`src/design/cpse_pkg.sv`:
```
// Shared types and constants for the characteristic polynomial set sketch encoder.
// Used by cpse_cell and charpoly_set_sketch_encoder_top; depends on nothing else.

package cpse_pkg;

  localparam int unsigned MaxTermsDef = 16;
  localparam int unsigned ModulusDef  = 998244353;

  localparam int unsigned CoefW     = 30;
  localparam int unsigned ElemW     = 30;
  localparam int unsigned OpW       = 2;
  localparam int unsigned IdxOutW   = 4;
  localparam int unsigned CountOutW = 6;
  localparam int unsigned NumTermsW = 5;
  localparam int unsigned AddrW     = 3;
  localparam int unsigned DataW     = 32;

  localparam logic [NumTermsW-1:0] NumTermsRst = 5'd8;

  // Word index of the num_terms register (byte address bit 2).
  localparam logic REG_NUM_TERMS = 1'b0;

  typedef enum logic [OpW-1:0] {
    OP_INSERT = 2'd0,
    OP_READ   = 2'd1,
    OP_CLEAR  = 2'd2
  } op_e;

  typedef enum logic [2:0] {
    ST_IDLE,
    ST_MUL,
    ST_COMMIT,
    ST_READ,
    ST_CLEAR
  } state_e;

  // Control that the sequencer broadcasts to every cell of the row.
  typedef struct packed {
    logic start;
    logic step;
    logic mbit;
    logic commit;
    logic clear;
  } cell_ctrl_t;

endpackage

```
`src/design/cpse_cell.sv`:
```
// One coefficient cell of the sketch row: holds one coefficient and a bit-serial
// modular product accumulator. Depends on cpse_pkg.

module cpse_cell import cpse_pkg::*; #(
  parameter logic [CoefW-1:0] RST_VAL = '0,
  parameter int unsigned      MODULUS = ModulusDef
) (
  input  logic             clk_i,
  input  logic             rst_ni,
  input  cell_ctrl_t       ctrl_i,
  input  logic [CoefW-1:0] prev_i,
  output logic [CoefW-1:0] coef_o
);

  localparam logic [CoefW+1:0] Mod1 = (CoefW+2)'(MODULUS);
  localparam logic [CoefW+1:0] Mod2 = (CoefW+2)'(2 * MODULUS);

  logic [CoefW-1:0] coef_q, coef_d;
  logic [CoefW-1:0] acc_q, acc_d;
  logic [CoefW+1:0] acc_sum;
  logic [CoefW:0]   diff;

  // Horner step, element bits MSB first: acc = 2*acc + bit*coef, kept below the modulus.
  always_comb begin
    acc_sum = {1'b0, acc_q, 1'b0} + {2'b00, coef_q & {CoefW{ctrl_i.mbit}}};
    if (acc_sum >= Mod2) begin
      acc_d = CoefW'(acc_sum - Mod2);
    end else if (acc_sum >= Mod1) begin
      acc_d = CoefW'(acc_sum - Mod1);
    end else begin
      acc_d = CoefW'(acc_sum);
    end
  end

  // New coefficient is the lower neighbor minus element times this coefficient.
  always_comb begin
    if (prev_i >= acc_q) begin
      diff = {1'b0, prev_i} - {1'b0, acc_q};
    end else begin
      diff = {1'b0, prev_i} + Mod1[CoefW:0] - {1'b0, acc_q};
    end
    coef_d = coef_q;
    if (ctrl_i.clear) begin
      coef_d = RST_VAL;
    end else if (ctrl_i.commit) begin
      coef_d = diff[CoefW-1:0];
    end
  end

  always_ff @(posedge clk_i or negedge rst_ni) begin
    if (!rst_ni) begin
      coef_q <= RST_VAL;
    end else begin
      coef_q <= coef_d;
    end
  end

  always_ff @(posedge clk_i) begin
    if (ctrl_i.start) begin
      acc_q <= '0;
    end else if (ctrl_i.step) begin
      acc_q <= acc_d;
    end
  end

  assign coef_o = coef_q;

endmodule

```
`config.mk`:
```
export PLATFORM = sky130hd
export DESIGN_NAME = cpse_cell
export DESIGN_NICKNAME = d
export VERILOG_FILES = /design/src/design/cpse_pkg.sv /design/src/design/cpse_cell.sv
export SDC_FILE = /design/constraint.sdc
export NUM_CORES = 1
export LEC_CHECK = 0
export ABC_AREA = 1
export BUFFER_PORTS_ARGS = -buffer_cell sky130_fd_sc_hd__buf_4
export CORE_ASPECT_RATIO = 0.7
export CORE_MARGIN = 2
export CORE_UTILIZATION = 50
export DETAILED_ROUTE_END_ITERATION = 10
export GPL_TIMING_DRIVEN = 0
export MAX_ROUTING_LAYER = met4
export PLACE_DENSITY_LB_ADDON = 0.08
export SYNTH_ARGS = -nofsm -noshare
export SYNTH_HDL_FRONTEND = slang
export SYNTH_SLANG_ARGS = --single-unit
```
`constraint.sdc`:
```
create_clock -name clk_i -period 6.1 [get_ports clk_i]
set_input_delay 0.305 -clock clk_i [delete_from_list [all_inputs] [get_ports clk_i]]
set_output_delay 0.305 -clock clk_i [all_outputs]
set_load 0.01 [all_outputs]
```
Word-level counts from Yosys, hierarchy flattened
Cells that the tools add are included.
W data, S select, Z words.

word-level totals
  bits in registers = 60
  bits of input ports = 37

cells by class
  add/subtract/negate cells = 6
  order comparisons = 3
  muxes and demuxes = 5
  bitwise operators = 1
  reductions and logical operators = 1

operators by type and width
  operator                  number
  $mux W30                  5
  $sub A30 B30 Y30          2
  $sub A30 B30 Y30 const B  2
  $add A31 B30 Y32          1
  $ge A32 B30 Y1 const B    1
  $ge A32 B31 Y1 const B    1
  $add A30 B30 Y30 const B  1
  $and A30 B30 Y30          1
  $ge A30 B30 Y1            1
  $reduce_bool A2 Y1        1

Depth between registers and ports, before layout
  depth in word-level cells = 5
  gate-level depth with buffers = 31
  gate-level depth less buffers = 29

Worst setup path before layout
No wires, ideal clock.

  path kind = input to register
  start point = input port ctrl_i[2] (netlist name)
  end point = register acc_q[20]
  arrival time = 3.446 ns
  path slack = 2.545 ns
  cell stages on the path = 28
  path through = clkbuf_1 > clkbuf_1 > nand2_1 > inv_1 > ha_1 > inv_1 > fa_1 > inv_1 > nand2_1 > nand2_1 > nand2_1 > nor2_2 > nand3_1 > clkinv_1 > nand2_1 > nor2_1 > nand3_1 > nand3_1 > nand2_1 > nand2_1 > nand2_2 > buf_2 > o21ai_1 > nand2_1 > nand2_1 > nand3_1 > nand2_1 > inv_1

on the way
  word-level cells in the longest chain between the ends = 5
  elaborated cells between the ends (all ways) = 8
  classes of those cells = 3 x add/sub; 2 x order compare; 2 x mux; 1 x bitwise

RTL lines
  element                                             line                              source
  start, declared                                     cpse_cell.sv:10                   input cell_ctrl_t ctrl_i,
  $and A30 B30 Y30 *                                  cpse_cell.sv:25                   acc_sum = {1'b0, acc_q, 1'b0} + {2'b00, coef_q & {CoefW{ctrl_i.mbit}}};
  $add A31 B30 Y32 *                                  cpse_cell.sv:25
  $sub A30 B30 Y30 or $ge A32 B30 Y1 (tied branches)  cpse_cell.sv:29, cpse_cell.sv:28
  $mux W30                                            cpse_cell.sv:28                   end else if (acc_sum >= Mod1) begin
  $mux W30 *                                          cpse_cell.sv:26                   if (acc_sum >= Mod2) begin
  end signal, assigned                                cpse_cell.sv:60                   acc_q <= '0;
  end signal, assigned                                cpse_cell.sv:62                   acc_q <= acc_d;
  end, declared                                       cpse_cell.sv:19                   logic [CoefW-1:0] acc_q, acc_d;

Every way passes the cells marked *; elsewhere a longest branch is shown, timed or not.
A chain may end at the register's enable or synchronous reset.

Worst setup path in the final report
  start point = input port ctrl_i[2] (netlist name)
  end point = register acc_q[16]

The elaborated chain is that of the path after synthesis.

==> metrics.md <==
| Metric | Value |
|---|---|
| Status | `finished, final reports clean` |
| Setup violators final | `0` |
| Seq/Total Area, Yosys | `0.1227` |
| Critical path class | `in -> reg` |
| Initial core utilization | `0.5094` |
| Clock sink total | `60` |
| Critical Path Max Stage Delay | `between 0.5 and 0.6 ns` |
| Worst Setup Start Kind | `primary input` |
| Clock Path Buffers | `2` |
| Top cell type's share of synthesized area | `0.2174` |
| Initial antenna violation count | `0` |
| Final hold violation count | `0` |
| Switch Pwr | `between 1 and 1.5 mW` |
| CP Data Required Time | `~6.4 ns` |
| Synthesized area per cell | `around 5.6 sq um` |
| Sequential share of power | `0.182` |
| Tcrit/Tclk final | `0.7968` |
| Multi-input logic area | `8013 sq um` |
| Share of cells above drive strength 1 | `0.06886` |
| Reg2Reg Depth | `26` |
| Peak supply drop | `0.1666 mV` |
| Sw Ratio | `0.5168` |
| Placement-stage cell area | `11860 sq um` |
| Resize count post-CTS | `0` |
| Iter 0 DRT Violations | `1562` |
| Fin worst setup slack | `~1.2 ns` |
| Area grow syn2layout | `10.49%` |
| Placement Setup Slack | `about 1.1 ns` |
| First-pass GRT wire length | `about 61000 um` |
| Critical path arrival | `slightly above 5 ns` |
| Die width | `181.4 um` |
| Slew margin rel. | `0.4042` |
| Largest net degree at the start of global routing | `31` |
| Pwr/cell area | `236.7 nW/um^2` |
| FP Rows | `45` |
| Fmax | `0.2058 GHz` |
| Total grt overflow | `0` |
| Util after Layout | `0.5628` |
| Total power | `slightly below 3 mW` |
| Fillers | `2270` |
| Vias | `12640` |
| Worst-path maximum fanout | `10` |
| Slowest CP cell | `clkbuf_1` |
| Die height | `128.2 um` |
| Die ar. | `~23000 sq um` |
| Total CTS buffers | `9` |
| Fin crit period | `4.860 ns` |
| Yosys cell types | `45` |
| Antenna cells | `0` |
| Hold Crit Class | `in -> reg` |
| Via-per-instance ratio | `5.461` |
| Global Route Usage Sum | `0.3500` |
| Hold depth | `3` |
| RSZ-0062 raised after global routing | `false` |
| # IOs | `67` |
| CTS root buf | `clkbuf_16` |
| CTS H-tree depth | `3` |
| Mapped Nets | `2112` |
| Cell area after synthesis | `11010 sq um` |
| Vias in the first global route | `11330` |
| Antenna-violating nets left | `0` |
| Clock share of power | `0.192` |
| DP HPWL | `between 30000 and 40000 um` |
| Final GP Congestion | `1.087` |
| Core area | `approximately 22000 sq um` |
| Number of max-cap violations | `0` |
| Drt wl/cell | `17.06 um` |
| Critical Path End Type | `register` |
| Clk_lat worst skew | `0.35 ns` |
| Internal Power | `~1.4 mW` |
| Comb power frac | `0.627` |
| Clk_skew | `0.007532 ns` |
| Final WL | `39500 um` |
| Leakage power total | `7.074 nW` |
| Synthesis Warnings | `0` |
| CTS tree | `done` |
| Syn Inst Count | `1951` |
| FF+latch area | `1351 sq um` |
| Clk slew on worst S/H paths | `0.06 ns` |
| Leading area contributor after synthesis | `nand2_1` |
| Actual slew at the worst max-slew pin | `between 0.8 and 0.9 ns` |
| Setup TNS Final | `0 ns` |
| Final nets | `2189` |
| Post-route cell area | `12170 sq um` |
| Seq cells post-synth | `60` |
| IO Port Bufs | `65` |
| Count of pins over their slew limit | `0` |
| Drt pass-1 iters | `7` |
| Synth area leaders | `nand2_1 (22%), inv_1 (13%), ha_1 (11%)` |
| Most frequent CP cell | `nand2_1` |
| # DRC | `0` |
## metal layers
metal / share of wire / global-route usage / routed length, um
met5: 0 / - / 0
met1: 0.47 / 0.5067 / 18670
met3: 0.12 / 0.08494 / 4755
met4: 0.021 / 0.07939 / 841
met2: 0.39 / 0.4857 / 15240
## cells in the mapped netlist (all sizes together)
library cell and instances:
ha 99, a221oi 2, xnor2 20, a32o 2, o21bai 7, o311ai 2, o211ai 9, inv 393
a21o 7, fa 25, nand3 141, nor4 3, a22o 2, a21oi 118, o21ai 70, xor2 58
clkbuf 20, and2 2, nand4 25, nor3 18, nand2 651, dfrtp 30, o31ai 4, a31oi 11
nor2 161, a21boi 6, o21a 3, or2 6, o221ai 2, buf 15, nand3b 7, clkinv 2
dfxtp 30
## stage by stage
step,instances,hold WS (ns)
2_1_floorplan,1951,0.009409
3_3_place_gp,2298,0.2908
4_1_cts,2315,0.4294
3_5_place_dp,2298,0.2881
5_1_grt,2315,0.4392
6_report,2315,0.4355
## flip-flops by register name, summed over array words and instances, names as in the netlist
| name | cells |
|---|---|
| acc_q | 30 |
| coef_o | 30 |
## layout make-up
class,instances,share of cell area
buffer,35,0.01357
tap,282,0.02899
inverter,395,0.1220
clock inverter,4,0.003907
sequential,60,0.1110
multi-input combinational,1461,0.6584
clock buffer,12,0.02108
timing repair buffer,66,0.04092
## critical path: cells and delay by family
family	cells	cell delay, ns
compound gates	1	0.07
buf+inv	9	1.91
simple gates	17	2.19
fa+ha+maj	2	0.63
## timing repair
item | 4_1_cts | 5_1_grt
hold buffers | 1 | 0
hold endpoints to repair | 30 | 0
buffers inserted | 0 | 0
## logic make-up (layout without fill, tap and decap cells)
logic type | after synthesis | in the layout | synth area share
AND/OR/NAND/NOR | 1014 | 1014 | 0.3821
buffers and inverters | 430 | 512 | 0.1498
AO/OA/AOI/OAI | 245 | 245 | 0.1247
adder cells (fa/ha/maj) | 124 | 124 | 0.1579
XOR/XNOR | 78 | 78 | 0.06271
flip-flops | 60 | 60 | 0.1227
## power groups by stage
| stage | clock, mW | sequential (mW) | combinational, mW |
|---|---|---|---|
| 2_1_floorplan | 0 | 0.514 | 1.25 |
| 3_3_place_gp | 0 | 0.531 | 1.72 |
| 3_5_place_dp | 0 | 0.530 | 1.74 |
| 4_1_cts | 0.550 | 0.523 | 1.75 |
| 5_1_grt | 0.565 | 0.529 | 1.99 |
| 6_report | 0.552 | 0.524 | 1.80 |
## final timing paths
check | start | to | slack (ns)
hold / removal | ctrl_i[0] | coef_o[3] | 0.44
setup reg to reg | coef_o[1] | acc_q[16] | 1.94
setup / recovery | ctrl_i[2] | acc_q[16] | 1.24
min in group asynchronous | rst_ni | coef_o[26] | 0.46
hold reg to reg | acc_q[2] | acc_q[2] | 0.50
max in group asynchronous | rst_ni | coef_o[7] | 5.29
## cell usage in the layout, fill, tap and decap left out, drive strengths merged, types with 4 or more instances in the layout
cell,n
nand2,651
clkinv,4
nand4,25
o21bai,7
ha,99
xor2,58
nor2,161
o21ai,70
dfrtp,30
inv,393
dfxtp,30
nor3,18
nand3,141
a31oi,11
a21boi,6
a21oi,118
a21o,7
clkbuf,32
or2,6
buf,80
o31ai,4
xnor2,20
fa,25
nand3b,7
o211ai,9
(Power assumes the default switching activity.)
